<file path="src/hw/rtl/ccw_pkg.sv">
package ccw_pkg;

    localparam logic [31:0] CRC_POLY = 32'h04C1_1DB7;
    localparam logic [31:0] CRC_INIT = 32'hFFFF_FFFF;
    localparam logic [7:0]  PAD_BYTE = 8'hFF;
    localparam int unsigned CMD_FIFO_DEPTH = 2;

    // Row i holds the input bits whose parity gives output bit i of one
    // 32-bit word step of the CRC.
    typedef logic [31:0][31:0] t_crc_mat;

    // Command passed from the packing front end to the CRC engine.
    typedef struct packed {
        logic        has_word;
        logic        last;
        logic        seen;
        logic [31:0] word;
        logic [31:0] expected;
    } t_cmd;

    function automatic t_crc_mat f_crc_masks();
        t_crc_mat    m;
        logic [31:0] v;
        m = '0;
        for (int j = 0; j < 32; j++) begin
            v = 32'd1 << j;
            for (int b = 0; b < 32; b++) begin
                v = v[31] ? ((v << 1) ^ CRC_POLY) : (v << 1);
            end
            for (int i = 0; i < 32; i++) begin
                m[i][j] = v[i];
            end
        end
        return m;
    endfunction

endpackage

</file>
<file path="src/hw/rtl/ccw_if.sv">
interface ccw_in_if;
    logic        valid;
    logic        ready;
    logic [7:0]  data_byte;
    logic        has_byte;
    logic        last_item;
    logic [31:0] expected_crc;

    modport source (output valid, output data_byte, output has_byte, output last_item,
                    output expected_crc, input ready);
    modport sink (input valid, input data_byte, input has_byte, input last_item,
                  input expected_crc, output ready);
endinterface

interface ccw_out_if;
    logic        valid;
    logic        ready;
    logic [31:0] crc_value;
    logic        crc_match;

    modport source (output valid, output crc_value, output crc_match, input ready);
    modport sink (input valid, input crc_value, input crc_match, output ready);
endinterface

</file>
<file path="src/hw/rtl/ccw_front.sv">
module ccw_front (
    input  logic          i_clk,
    input  logic          i_rst_n,
    ccw_in_if.sink        i_in,
    input  logic          i_cmd_full,
    output logic          o_cmd_push,
    output ccw_pkg::t_cmd o_cmd
);

    logic [23:0] r_partial, n_partial;
    logic [1:0]  r_phase, n_phase;
    logic        r_seen, n_seen;
    logic        accept;
    logic        word_full;
    logic [31:0] word;

    assign i_in.ready = !i_cmd_full;
    assign accept     = i_in.valid && i_in.ready;

    always_comb begin
        n_partial = r_partial;
        n_phase   = r_phase;
        n_seen    = r_seen;
        word_full = 1'b0;
        word      = {i_in.data_byte, r_partial};
        if (i_in.has_byte) begin
            n_seen = 1'b1;
            unique case (r_phase)
                2'd0: begin
                    n_partial = {16'd0, i_in.data_byte};
                    n_phase   = 2'd1;
                end
                2'd1: begin
                    n_partial = {8'd0, i_in.data_byte, r_partial[7:0]};
                    n_phase   = 2'd2;
                end
                2'd2: begin
                    n_partial = {i_in.data_byte, r_partial[15:0]};
                    n_phase   = 2'd3;
                end
                default: begin
                    word_full = 1'b1;
                    n_partial = '0;
                    n_phase   = 2'd0;
                end
            endcase
        end
        // A trailing partial word is closed with pad bytes on the last item.
        if (i_in.last_item && !word_full) begin
            unique case (n_phase)
                2'd1:    word = {{3{ccw_pkg::PAD_BYTE}}, n_partial[7:0]};
                2'd2:    word = {{2{ccw_pkg::PAD_BYTE}}, n_partial[15:0]};
                2'd3:    word = {ccw_pkg::PAD_BYTE, n_partial};
                default: word = {ccw_pkg::PAD_BYTE, n_partial};
            endcase
        end
    end

    always_comb begin
        o_cmd.has_word = word_full || (i_in.last_item && (n_phase != 2'd0));
        o_cmd.last     = i_in.last_item;
        o_cmd.seen     = n_seen;
        o_cmd.word     = word;
        o_cmd.expected = i_in.expected_crc;
        o_cmd_push     = accept && (o_cmd.has_word || i_in.last_item);
    end

    always_ff @(posedge i_clk) begin
        if (!i_rst_n) begin
            r_partial <= '0;
            r_phase   <= 2'd0;
            r_seen    <= 1'b0;
        end else if (accept) begin
            if (i_in.last_item) begin
                r_partial <= '0;
                r_phase   <= 2'd0;
                r_seen    <= 1'b0;
            end else begin
                r_partial <= n_partial;
                r_phase   <= n_phase;
                r_seen    <= n_seen;
            end
        end
    end

    a_phase_needs_seen: assert property (@(posedge i_clk) disable iff (!i_rst_n)
        !r_seen |-> (r_phase == 2'd0 && r_partial == '0))
        else $error("bytes pending without any byte seen");

endmodule

</file>
<file path="src/hw/rtl/ccw_cmd_fifo.sv">
module ccw_cmd_fifo #(
    parameter int unsigned DEPTH = ccw_pkg::CMD_FIFO_DEPTH
) (
    input  logic          i_clk,
    input  logic          i_rst_n,
    input  logic          i_push,
    input  ccw_pkg::t_cmd i_cmd,
    output logic          o_full,
    output logic          o_valid,
    input  logic          i_pop,
    output ccw_pkg::t_cmd o_cmd
);

    localparam int unsigned PtrW = (DEPTH > 1) ? $clog2(DEPTH) : 1;
    localparam int unsigned CntW = $clog2(DEPTH + 1);
    localparam logic [PtrW-1:0] LastPtr = PtrW'(DEPTH - 1);
    localparam logic [CntW-1:0] FullCnt = CntW'(DEPTH);

    ccw_pkg::t_cmd   r_mem [DEPTH];
    logic [PtrW-1:0] r_wr_ptr, r_rd_ptr;
    logic [CntW-1:0] r_count;
    logic            do_push, do_pop;

    assign o_full  = (r_count == FullCnt);
    assign o_valid = (r_count != '0);
    assign o_cmd   = r_mem[r_rd_ptr];
    assign do_push = i_push && !o_full;
    assign do_pop  = i_pop && o_valid;

    always_ff @(posedge i_clk) begin
        if (do_push) begin
            r_mem[r_wr_ptr] <= i_cmd;
        end
    end

    always_ff @(posedge i_clk) begin
        if (!i_rst_n) begin
            r_wr_ptr <= '0;
            r_rd_ptr <= '0;
            r_count  <= '0;
        end else begin
            if (do_push) begin
                r_wr_ptr <= (r_wr_ptr == LastPtr) ? '0 : r_wr_ptr + 1'b1;
            end
            if (do_pop) begin
                r_rd_ptr <= (r_rd_ptr == LastPtr) ? '0 : r_rd_ptr + 1'b1;
            end
            unique case ({do_push, do_pop})
                2'b10:   r_count <= r_count + 1'b1;
                2'b01:   r_count <= r_count - 1'b1;
                default: r_count <= r_count;
            endcase
        end
    end

    a_no_push_when_full: assert property (@(posedge i_clk) disable iff (!i_rst_n)
        !(i_push && o_full))
        else $error("command pushed into a full queue");

    a_count_bound: assert property (@(posedge i_clk) disable iff (!i_rst_n)
        r_count <= FullCnt)
        else $error("command queue count out of range");

endmodule

</file>
<file path="src/hw/rtl/ccw_back.sv">
module ccw_back (
    input  logic          i_clk,
    input  logic          i_rst_n,
    input  logic          i_cmd_valid,
    input  ccw_pkg::t_cmd i_cmd,
    output logic          o_cmd_pop,
    ccw_out_if.source     o_out
);

    localparam ccw_pkg::t_crc_mat CrcMasks = ccw_pkg::f_crc_masks();

    logic [31:0] r_crc;
    logic        r_out_valid;
    logic [31:0] r_value;
    logic        r_match;
    logic        slot_free;
    logic [31:0] crc_in;
    logic [31:0] crc_step;
    logic [31:0] crc_next;
    logic [31:0] result;

    // One word step of the CRC is a fixed parity network per output bit.
    always_comb begin
        crc_in = r_crc ^ i_cmd.word;
        for (int i = 0; i < 32; i++) begin
            crc_step[i] = ^(crc_in & CrcMasks[i]);
        end
    end

    assign crc_next  = i_cmd.has_word ? crc_step : r_crc;
    assign result    = i_cmd.seen ? crc_next : 32'd0;
    assign slot_free = !r_out_valid || o_out.ready;
    assign o_cmd_pop = i_cmd_valid && (!i_cmd.last || slot_free);

    assign o_out.valid     = r_out_valid;
    assign o_out.crc_value = r_value;
    assign o_out.crc_match = r_match;

    always_ff @(posedge i_clk) begin
        if (!i_rst_n) begin
            r_crc       <= ccw_pkg::CRC_INIT;
            r_out_valid <= 1'b0;
        end else begin
            if (o_cmd_pop) begin
                r_crc <= i_cmd.last ? ccw_pkg::CRC_INIT : crc_next;
            end
            if (o_cmd_pop && i_cmd.last) begin
                r_out_valid <= 1'b1;
            end else if (o_out.ready) begin
                r_out_valid <= 1'b0;
            end
        end
    end

    always_ff @(posedge i_clk) begin
        if (o_cmd_pop && i_cmd.last) begin
            r_value <= result;
            r_match <= (result == i_cmd.expected);
        end
    end

    a_crc_restart: assert property (@(posedge i_clk) disable iff (!i_rst_n)
        (o_cmd_pop && i_cmd.last) |=> (r_crc == ccw_pkg::CRC_INIT && r_out_valid))
        else $error("CRC not restarted after end of message");

    a_empty_message: assert property (@(posedge i_clk) disable iff (!i_rst_n)
        (o_cmd_pop && i_cmd.last && !i_cmd.seen) |=> (r_value == 32'd0))
        else $error("empty message gave a nonzero CRC");

endmodule

</file>
<file path="src/hw/rtl/crc32_word_checker_ff_pad.sv">
// Transaction   Direction  Payload
// i_in          sink       data_byte[7:0], has_byte, last_item, expected_crc[31:0]
// o_out         source     crc_value[31:0], crc_match
//
// One byte is accepted per cycle while the command queue is not full; the result
// of a message goes through the command queue and the output register after its
// last transaction. The word CRC is a combinational parity network, so the engine
// drains one command per cycle unless o_out stalls; only a stall fills the queue.
// i_rst_n is synchronous and active low; it empties the queue and the output.
// A stall on o_out holds the last command in the queue; byte packing goes on
// until the queue is full, then i_in.ready drops.
module crc32_word_checker_ff_pad #(
    parameter int unsigned CMD_FIFO_DEPTH = ccw_pkg::CMD_FIFO_DEPTH
) (
    input  logic      i_clk,
    input  logic      i_rst_n,
    ccw_in_if.sink    i_in,
    ccw_out_if.source o_out
);

    ccw_pkg::t_cmd push_cmd;
    ccw_pkg::t_cmd pop_cmd;
    logic          cmd_push;
    logic          cmd_full;
    logic          cmd_valid;
    logic          cmd_pop;

    ccw_front u_front (
        .i_clk      (i_clk),
        .i_rst_n    (i_rst_n),
        .i_in       (i_in),
        .i_cmd_full (cmd_full),
        .o_cmd_push (cmd_push),
        .o_cmd      (push_cmd)
    );

    ccw_cmd_fifo #(
        .DEPTH (CMD_FIFO_DEPTH)
    ) u_cmd_fifo (
        .i_clk   (i_clk),
        .i_rst_n (i_rst_n),
        .i_push  (cmd_push),
        .i_cmd   (push_cmd),
        .o_full  (cmd_full),
        .o_valid (cmd_valid),
        .i_pop   (cmd_pop),
        .o_cmd   (pop_cmd)
    );

    ccw_back u_back (
        .i_clk       (i_clk),
        .i_rst_n     (i_rst_n),
        .i_cmd_valid (cmd_valid),
        .i_cmd       (pop_cmd),
        .o_cmd_pop   (cmd_pop),
        .o_out       (o_out)
    );

endmodule

</file>
<file path="src/flat_wrapper.sv">
// flat-port wrapper written by rule: the top's interface ports become plain ports
module crc32_word_checker_ff_pad_flat 
#(
    parameter int unsigned CMD_FIFO_DEPTH = ccw_pkg::CMD_FIFO_DEPTH
)
  (i_clk, i_rst_n, i_in_valid, i_in_data_byte, i_in_has_byte, i_in_last_item, i_in_expected_crc, i_in_ready, o_out_valid, o_out_crc_value, o_out_crc_match, o_out_ready);
  ccw_in_if i_in_i ();
  ccw_out_if o_out_i ();
  input  logic i_clk;
  input  logic i_rst_n;
  input wire logic [$bits(i_in_i.valid)-1:0] i_in_valid;
  input wire logic [$bits(i_in_i.data_byte)-1:0] i_in_data_byte;
  input wire logic [$bits(i_in_i.has_byte)-1:0] i_in_has_byte;
  input wire logic [$bits(i_in_i.last_item)-1:0] i_in_last_item;
  input wire logic [$bits(i_in_i.expected_crc)-1:0] i_in_expected_crc;
  output wire logic [$bits(i_in_i.ready)-1:0] i_in_ready;
  output wire logic [$bits(o_out_i.valid)-1:0] o_out_valid;
  output wire logic [$bits(o_out_i.crc_value)-1:0] o_out_crc_value;
  output wire logic [$bits(o_out_i.crc_match)-1:0] o_out_crc_match;
  input wire logic [$bits(o_out_i.ready)-1:0] o_out_ready;
  assign i_in_i.valid = i_in_valid;
  assign i_in_i.data_byte = i_in_data_byte;
  assign i_in_i.has_byte = i_in_has_byte;
  assign i_in_i.last_item = i_in_last_item;
  assign i_in_i.expected_crc = i_in_expected_crc;
  assign i_in_ready = i_in_i.ready;
  assign o_out_valid = o_out_i.valid;
  assign o_out_crc_value = o_out_i.crc_value;
  assign o_out_crc_match = o_out_i.crc_match;
  assign o_out_i.ready = o_out_ready;
  crc32_word_checker_ff_pad #(.CMD_FIFO_DEPTH(CMD_FIFO_DEPTH)) u_core (.i_clk(i_clk), .i_rst_n(i_rst_n), .i_in(i_in_i), .o_out(o_out_i));
endmodule
</file>
<file path="config.mk">
export PLATFORM = sky130hd
export DESIGN_NAME = crc32_word_checker_ff_pad_flat
export DESIGN_NICKNAME = d
export VERILOG_FILES = /design/src/hw/rtl/ccw_pkg.sv /design/src/hw/rtl/ccw_if.sv /design/src/hw/rtl/ccw_front.sv /design/src/hw/rtl/ccw_cmd_fifo.sv /design/src/hw/rtl/ccw_back.sv /design/src/hw/rtl/crc32_word_checker_ff_pad.sv /design/src/flat_wrapper.sv
export SDC_FILE = /design/constraint.sdc
export NUM_CORES = 1
export LEC_CHECK = 0
export ABC_AREA = 1
export BUFFER_PORTS_ARGS = -buffer_cell sky130_fd_sc_hd__buf_2
export CAP_MARGIN = 20
export CELL_PAD_IN_SITES_DETAIL_PLACEMENT = 1
export CELL_PAD_IN_SITES_GLOBAL_PLACEMENT = 1
export CORE_MARGIN = 8
export CORE_UTILIZATION = 45
export DETAILED_ROUTE_END_ITERATION = 7
export PLACE_DENSITY = 0.84
export SYNTH_ARGS = -nofsm -noshare
export SYNTH_HDL_FRONTEND = slang
export SYNTH_SLANG_ARGS = --single-unit
</file>
<file path="constraint.sdc">
create_clock -name i_clk -period 5.2 [get_ports i_clk]
set_input_delay 1.04 -clock i_clk [delete_from_list [all_inputs] [get_ports i_clk]]
set_output_delay 1.04 -clock i_clk [all_outputs]
set_load 0.005 [all_outputs]
</file>
==> results of run 1 <==
[synthesized netlist by cell type (18+ instances only)]
| master | count |
|---|---|
| edfxtp_1 | 167 |
| nand3_1 | 325 |
| nand3_2 | 28 |
| o21ai_0 | 63 |
| nand2_2 | 91 |
| clkbuf_1 | 34 |
| xnor2_1 | 18 |
| nand2_1 | 1066 |
| inv_1 | 259 |
| a21oi_1 | 35 |
| nand4_1 | 29 |
| or2_2 | 34 |
| dfxtp_1 | 65 |
| o22ai_1 | 24 |
| o211ai_1 | 32 |
| nor2_1 | 39 |
[state kept, by name, summed over array words and instances, names as in the netlist, named ones only]
| name | cells |
|---|---|
| u_core.u_front.r_phase | 2 |
| u_core.u_cmd_fifo.r_count | 2 |
| u_core.u_back.r_crc | 32 |
| u_core.u_cmd_fifo.r_rd_ptr | 1 |
| u_core.u_back.o_out.valid | 1 |
| u_core.u_back.o_out.crc_match | 1 |
| u_core.u_back.o_out.crc_value | 32 |
| u_core.u_front.r_seen | 1 |
| u_core.u_cmd_fifo.r_wr_ptr | 1 |
| u_core.u_cmd_fifo.r_mem | 134 |
| u_core.u_front.r_partial | 24 |
[how the worst max path moves through the flow]
stage / depth (start not counted) / to / slack, ns / start
2_1_floorplan: 5 / u_core.u_cmd_fifo.r_mem[1][0] / 0.36 / i_in_valid
3_3_place_gp: 24 / u_core.u_back.o_out.crc_match / 1.28 / flip-flop
3_5_place_dp: 24 / u_core.u_back.o_out.crc_match / 1.23 / flip-flop
4_1_cts: 23 / u_core.u_back.o_out.crc_match / 1.18 / flip-flop
5_1_grt: 24 / u_core.u_back.o_out.crc_match / 0.85 / flip-flop
6_report: 21 / u_core.u_back.o_out.crc_match / 1.09 / flip-flop
[critical path, stage by stage, from the launching register on]
cell     delay (ns)
dfxtp_4        0.35
buf_4          0.79
nand2_1        0.24
nand3_1        0.17
nand2_1        0.39
nand2_1        0.25
nand2_1        0.11
nand2_1        0.07
nand2_1        0.10
nand3_1        0.10
nand2_1        0.07
nand2_1        0.06
nand3_1        0.15
nand2_1        0.25
nand2_1        0.11
nand2_1        0.08
nand2_1        0.05
nor2_1         0.13
nand2_1        0.12
nor2_1         0.13
nand2_1        0.08
nor2_1         0.08
[power groups by stage]
stage | Combinational [mW] | Sequential [mW] | Clock, mW
after detailed placement | 9.73 | 2.53 | 0
after global routing | 10.9 | 2.53 | 1.98
after global placement | 9.37 | 2.51 | 0
after CTS | 9.86 | 2.50 | 1.93
final | 10.0 | 2.51 | 1.92
after floorplan | 6.56 | 2.51 | 0
[layer usage]
metal | GRT usage | wire, µm | up-vias
li1 | - | - | 7854
met1 | 0.386 | 27600 | 8349
met2 | 0.519 | 31300 | 573
met3 | 0.0406 | 3850 | 172
met4 | 0.171 | 4090 | 0
met5 | 0 | 0 | -
[area by class of cell]
type / count / area (µm²)
clock inverter: 13 / 254
tap: 461 / 577
sequential: 232 / 6320
clock buffer: 27 / 601
multi-input combinational: 1832 / 8550
fill: 4714 / 17700
timing repair buffer: 97 / 541
inverter: 268 / 1010
[cell families after synthesis]
family | count (synthesis) | share of synthesized area
xor+xnor | 31 | 0.0191
buf+inv | 328 | 0.0844
compound gates | 166 | 0.0596
simple gates | 1626 | 0.441
flops | 232 | 0.389
fa+ha+maj | 9 | 0.00694
==> flow_summary.toml, run 1 <==
[synthesis]
syn_inst = 2392
async_flop_share = 0
yosys_warnings = 0
ys_ff_latch = 232
synth.distinct_cells = 34
synth_top_area_frac = 0.309
synth_edf_count = 167
synth_top_area_cell = "edfxtp_1"
netlist_area_mm2 = 0.0162
ys_seq_area_frac = 0.389
post_synth.cell_area_avg_um2 = 6.78
synth_nets = 2447
synth_area_leaders = "edfxtp_1 (31%), nand2_1 (25%), nand3_1 (10%)"
ys.flop_type = "edfxtp_1"

[setup_path]
path_class = "flip-flop to flip-flop"
worstSetupEndpointType = "flip-flop"
reg2reg_to = "u_core.u_back.o_out.crc_match"
reg2reg_slack_ns = 1.09
worstPathRequired_ns = 5.59
start_kind = "flip-flop"
critPathMaxFanout = 91
rr_worst_depth = 21
arrival_ns = 4.50

[route]
drt_iter0_drc = 1420
drt-pass1-iter-count = 5
totalWireLength_um = 66800
viasPerCell = 5.78
ant_nets = 0
avgRoutedWirePerCell_um = 22.8
remaining_drc_errors = 0
via_count = 16900

[min_path]
hold_depth = 2
holdCritStartpoint = "u_core.u_front.r_partial[16]"
hold_path_class = "flip-flop to flip-flop"
min_to = "u_core.u_front.r_partial[16]"

[placement]
numPlacedInstances = 2890
dpl-instance-area_mm2 = 0.0170
port_buffers = 80
gp_congestion = 0.972
hpwl_um = 50100
place_ws_ns = 1.23

[die]
start_util = 0.456
fp.coreArea_mm2 = 0.0356
io_pins = 81
die_w_um = 206
rows = 69
die_height_um = 206
fp.dieArea_mm2 = 0.0424

[sta]
finalClockSkew_ns = 0.0155
layout_min_cycle_time_ns = 4.11
post-route-period-util = 0.791
slew_viol_final = 0
rsz0062_at_grt = "no"
max_slew_margin = 0.271
tns_ns = 0
holdWs_ns = 0.470
setup_ws_ns = 1.09
worstMarginPinSlew_ns = 1.09
setup_viol = 0
clock.fmax_ghz = 0.243
hold_violations = 0

[power]
leakage_nw = 8.85
p_switching_mw = 8.27
p_int_mw = 6.17
power.density_mw_per_mm2 = 809
combPwrFrac = 0.694
pwr-share-clk = 0.133
fin_total_pwr_mw = 14.4
seq_power_share = 0.173
peakVddDrop_v = 0.000458
p_sw_frac = 0.572

[clocking]
cts_buffers = 22
htreeDepth = 1
cts_tree = "built"
cts-root-buf = "clkbuf_16"
clk_latency_ns = 0.52
path_clk_slew_ns = 0.07
clockBufferDepth = 3
clock_sinks = 232
postCtsSetupBuffers = 0
cts_resized = 0
holdBufCountCts = 0

[flow_run]
maxCapViolCount = 0

[layout]
antennaDiodeCount = 0
drive_gt1_frac = 0.127
finish.utilization = 0.502
fin_area_mm2 = 0.0179
final_common_cell = "nand2_1"
final_cell_mix = "nand2_1 (1064), nand3_1 (325), inv_1 (259), edfxtp_1 (167), nand2_2 (93)"
final_cells = 2930
nets = 2508
syn2layout_area_growth_pct = 10.1

[grt]
grt_pass1_vias = 17500
grt_overflow = 0
grt_start_max_net_pins = 92
grt_pass1_wl_um = 102000
grt_usage = 0.311
antenna_found_initial = 0

[outcome]
status = "finished clean"
No activity file was read; power rests on OpenSTA's default activity.
==> inputs of run 2 (changes only) <==
- ABC_AREA: 1 -> 0
- CORE_UTILIZATION: 45 -> 51
- clock period: 5.2 -> 4 ns (I/O delays scaled with it)
==> run 2 against run 1 <==
Cell count down 46%. Die area down 28%. Register-to-register slack worse by 0.97 ns. Hold slack worse by 0.030 ns. Design area down 13%. Utilization up 12 points. Non-clock buffer count up 108. Largest cell class unchanged. Highest routed layer unchanged.
==> flow_summary.toml, run 2 <==
[outcome]
status = "finished clean"

[setup_path]
path_cells = "buf_4 > mux2i_1 > xnor2_2 > xnor3_1 > xnor3_1 > xnor3_1 > a211oi_1 > a31o_2 > a2111oi_0 > nand3_1 > nor4_2"
rr_worst_depth = 11
slowest_stage = "xnor3_1"
reg2reg_slack_ns = 0.12
arrival_ns = 4.25
critPathMaxFanout = 14
slowest_delay_ns = 0.55
start_kind = "flip-flop"
path_class = "flip-flop to flip-flop"
cpMostUsedCell = "xnor3_1"
worstPathRequired_ns = 4.37
worstSetupEndpointType = "flip-flop"
reg2reg_to = "u_core.u_back.o_out.crc_match"

[layout]
largest-register = "u_core.u_cmd_fifo.r_mem"
antennaDiodeCount = 0
drive_gt1_frac = 0.251
syn2layout_area_growth_pct = 19.6
finish.utilization = 0.618
largest_reg_flops = 134
fillers = 2555
final_cell_mix = "edfxtp_1 (167), buf_4 (123), nand2_1 (106), xnor2_1 (101), buf_2 (80)"
nets = 1277
final_common_cell = "edfxtp_1"

[synthesis]
synth_area_leaders = "edfxtp_1 (39%), dfxtp_1 (10%), xnor3_1 (8.9%)"
async_flop_share = 0
synth_top_area_cell = "edfxtp_1"
synth_nets = 1088
netlist_area_mm2 = 0.0129
syn_inst = 1033
synth_top_area_frac = 0.388
synth_edf_count = 167
ys_seq_area_frac = 0.488
yosysMostFrequentCell = "edfxtp_1"
yosys_warnings = 0
synth.distinct_cells = 64
synth.top_cells.by_count = "edfxtp_1 (167), nand2_1 (106), xnor2_1 (106), mux2i_1 (66), dfxtp_1 (65)"
ys.flop_type = "edfxtp_1"
post_synth.cell_area_avg_um2 = 12.5
ys_ff_latch = 232

[clocking]
cts_buffers = 26
clock_sinks = 232
cts-root-buf = "clkbuf_16"
clockBufferDepth = 3
clk_latency_ns = 0.55
htreeDepth = 1
holdBufCountCts = 0
cts_tree = "built"
path_clk_slew_ns = 0.06

[die]
rows = 58
fp.dieArea_mm2 = 0.0307
die_w_um = 175
io_pins = 81
die_height_um = 175
start_util = 0.516
fp.coreArea_mm2 = 0.0250

[route]
totalWireLength_um = 41600
drt-pass1-iter-count = 6
drt_iter0_drc = 728
ant_nets = 0
viasPerCell = 5.98
via_count = 9398
avgRoutedWirePerCell_um = 26.5
remaining_drc_errors = 0

[sta]
worstMarginPinSlew_ns = 1.08
layout_min_cycle_time_ns = 3.88
hold_violations = 0
finalClockSkew_ns = 0.0289
slew_viol_final = 0
clock.fmax_ghz = 0.257
max_slew_margin = 0.274
setup_viol = 0
post-route-period-util = 0.971

[placement]
port_buffers = 80
gp_congestion = 0.972
hpwl_um = 30700

[grt]
grt_pass1_vias = 9919
antenna_found_initial = 0
grt_pass1_wl_um = 61600
grt_start_max_net_pins = 68
grt_overflow = 0
grt_usage = 0.265

[min_path]
min_to = "u_core.u_cmd_fifo.r_mem[1][28]"
holdCritStartpoint = "i_in_expected_crc[28]"
hold_depth = 1
hold_path_class = "input pin to flip-flop"

[flow_run]
maxCapViolCount = 0
run 2: cell types whose count changed in the layout (fill, tap and decap cells not counted), sizes merged, moves of 51 or more:
cell / delta
xnor2: +105
nand3: -335
mux2i: +71
nand2: -1058
xnor3: +51
buf: +108
inv: -252
run 2: worst max-delay path by stage:
stage	slack (ns)	from	endpoint
3_5_place_dp	-0.08	flip-flop	u_core.u_back.o_out.crc_match
4_1_cts	0.06	flip-flop	u_core.u_back.o_out.crc_match
3_3_place_gp	0.0005	flip-flop	u_core.u_back.o_out.crc_match
6_report	0.12	flip-flop	u_core.u_back.o_out.crc_match
5_1_grt	-0.01	flip-flop	u_core.u_back.o_out.crc_match
2_1_floorplan	0.28	flip-flop	u_core.u_back.r_crc[5]
run 2: repair_timing:
item | CTS | global route
setup endpoints to repair | 1 | 1
buffers inserted | 4 | 11
gates cloned | 0 | 0
resized for setup | 3 | 14
pin swaps | 0 | 2
run 2: cell families (layout without fill, tap and decap cells):
| kind of cell | count (synthesis) | after routing | share of synthesized area |
|---|---|---|---|
| flip-flops | 232 | 232 | 0.488 |
| multiplexers | 76 | 76 | 0.0614 |
| AND/OR/NAND/NOR | 233 | 233 | 0.0832 |
| XOR/XNOR | 234 | 234 | 0.235 |
| adder cells (fa/ha/maj) | 9 | 9 | 0.00871 |
| buffers and inverters | 58 | 267 | 0.0206 |
| AO/OA/AOI/OAI | 191 | 191 | 0.103 |
run 2: area by class of cell:
cell class / instances / area [µm²] / share of cell area
clock inverter: 13 / 135 / 0.00874
tap: 330 / 413 / 0.0267
timing repair buffer: 205 / 1360 / 0.0876
clock buffer: 35 / 704 / 0.0456
multi-input combinational: 743 / 6480 / 0.419
inverter: 14 / 52.6 / 0.00340
sequential: 232 / 6320 / 0.409
run 2: routing by layer:
| metal | GRT usage | vias to the layer above | routed length [µm] |
|---|---|---|---|
| li1 | - | 4141 | - |
| met1 | 0.332 | 4769 | 16600 |
| met5 | 0 | - | 0 |
| met2 | 0.454 | 393 | 20700 |
| met3 | 0.0434 | 95 | 2630 |
| met4 | 0.104 | 0 | 1680 |
run 2: critical path, delay by kind of cell, from the launching register on:
| family | cells | cell delay, ns |
|---|---|---|
| xor+xnor | 4 | 1.64 |
| compound gates | 3 | 0.68 |
| simple gates | 2 | 0.50 |
| flops | 1 | 0.44 |
| mux | 1 | 0.27 |
| buf+inv | 1 | 0.18 |
run 2: stage by stage:
stage	setup TNS, ns	hold slack (ns)	setup WS (ns)	area (µm²)	std cells
after global placement	0	0.448	0.000547	14400	1509
after global routing	-0.0132	0.425	-0.0132	15500	1572
after floorplan	0	0.429	0.276	12900	1033
after CTS	0	0.431	0.0601	15300	1561
final	0	0.440	0.116	15500	1572
after detailed placement	-0.0775	0.473	-0.0775	14400	1509
Power of run 2 is left out: the tool's default activity adds up to more than one toggle a clock period on the data nets, which glitch-free logic cannot reach.
==> inputs of run 3 (changes only) <==
==> constraint.sdc (replaced) <==
create_clock -name i_clk -period 4 [get_ports i_clk]
set_input_delay 0.2 -clock i_clk [delete_from_list [all_inputs] [get_ports i_clk]]
set_output_delay 0.2 -clock i_clk [all_outputs]
set_load 0.005 [all_outputs]
==> run 3 against run 2 <==
Maximum frequency rose by 0.32%. Design area rose by 2.8%. Clock-buffer cell count did not move. First-iteration DRC count rose by 39%. Largest cell class unchanged.
==> flow_summary.toml, run 3 (synthesized netlist as in run 2, its figures left out) <==
[setup_path]
worstSetupEndpointType = "flip-flop"
critPathMaxFanout = 6
path_buf_inv = 3
critical_path.top_delay_family = "XOR/XNOR gates"
slowest_stage = "xnor3_1"
slowest_delay_ns = 0.42
worstPathRequired_ns = 4.37
path_cells = "buf_12 > mux2i_1 > xor2_2 > xnor3_1 > buf_4 > xnor3_1 > xnor2_1 > buf_4 > mux2i_1 > o21ai_0 > o31ai_1 > nand4_1 > nor4_2"
path_class = "flip-flop to flip-flop"
arrival_ns = 4.24
start_kind = "flip-flop"

[route]
dr_wl_met3_um = 3110
totalWireLength_um = 46300
drt-pass1-iter-count = 7
ant_nets = 0
avgRoutedWirePerCell_um = 28.8
remaining_drc_errors = 0
via_count = 9776
wl_met2_um = 22900
drt_iter0_drc = 1014
viasPerCell = 6.08
top_layer_used = "met4"
wl_met1_um = 18000

[sta]
hold_violations = 0
setup_viol = 0
tns_ns = 0
layout_min_cycle_time_ns = 3.87
max_slew_margin = 0.274
worstMarginPinSlew_ns = 1.08
post-route-period-util = 0.968
clock.fmax_ghz = 0.258
finalClockSkew_ns = 0.0260
slew_viol_final = 0

[die]
die_w_um = 175
die_height_um = 175
io_pins = 81
fp.dieArea_mm2 = 0.0307
start_util = 0.516
fp.coreArea_mm2 = 0.0250
rows = 58

[layout]
final_cell_mix = "edfxtp_1 (167), buf_4 (125), nand2_1 (106), xnor2_1 (100), buf_2 (80)"
drive_gt1_frac = 0.259
largest-register = "u_core.u_cmd_fifo.r_mem"
final_common_cell = "edfxtp_1"
largest_reg_flops = 134
nets = 1313
antennaDiodeCount = 0
syn2layout_area_growth_pct = 22.9

[grt]
grt_overflow = 0
grt_start_max_net_pins = 68
antenna_found_initial = 0
grt_pass1_wl_um = 67300
grt_usage = 0.293
grt_pass1_vias = 10400

[clocking]
cts-root-buf = "clkbuf_16"
cts_tree = "built"
clockBufferDepth = 3
clock_sinks = 232
htreeDepth = 1
cts_buffers = 26
path_clk_slew_ns = 0.07
clk_latency_ns = 0.56

[placement]
port_buffers = 80
hpwl_um = 31700
gp_congestion = 0.998

[flow_run]
maxCapViolCount = 0

[min_path]
holdCritStartpoint = "i_in_data_byte[0]"
hold_path_class = "input pin to flip-flop"

[outcome]
status = "finished clean"
-- run 3: what timing repair did --
action                                 4_1_cts  5_1_grt
pin swaps                                    1        2
setup endpoints to repair                    1        1
hold buffers                                33        0
endpoints found under the hold margin       66        0
cloned                                       0        0
resized for setup                            1       25
buffers inserted                             4       10
-- run 3: layer usage --
layer	up-vias	global-route usage
met2	507	0.501
li1	4217	-
met4	0	0.140
met1	4924	0.355
met5	-	0
met3	128	0.0499
-- run 3: worst register-to-register path, delay by kind of cell (launching register included) --
kind | cells | cell delay (ns)
DFF | 1 | 0.38
AOI/OAI and AO/OA | 2 | 0.44
xor gates and xnor gates | 4 | 1.28
muxes | 2 | 0.66
buffers and inverters | 3 | 0.52
and+or+nand+nor | 2 | 0.41
-- run 3: cell type report --
class | count | area (µm²)
fillers | 2499 | 9150
multi-input cells | 743 | 6520
flip-flops and latches | 232 | 6320
repair buffers | 241 | 1720
clock buffers | 35 | 714
well taps | 330 | 413
clock inverters | 13 | 144
inverters | 14 | 52.6
-- run 3: path summary, 6_finish.rpt --
kind                                                       to  slack, ns  depth (start not counted)
worst min register to register    u_core.u_front.r_partial[0]       0.53                          2
worst min-delay path             u_core.u_front.r_partial[16]       0.02                          3
worst max-delay path            u_core.u_back.o_out.crc_match       0.13                         13
worst max register to register  u_core.u_back.o_out.crc_match       0.13                         13
-- run 3: stage by stage --
step	cells	instance area, µm²	setup WS, ns	hold WS [ns]	util
6_report	1608	15900	0.129	0.0235	0.635
5_1_grt	1608	15900	-0.0477	0.0326	0.635
4_1_cts	1598	15700	0.0402	0.00798	0.626
3_5_place_dp	1513	14400	-0.0932	0.392	0.577
3_3_place_gp	1513	14400	-0.0282	0.388	0.577
2_1_floorplan	1033	12900	0.276	0.299	-
Power of run 3 is left out for the same reason.
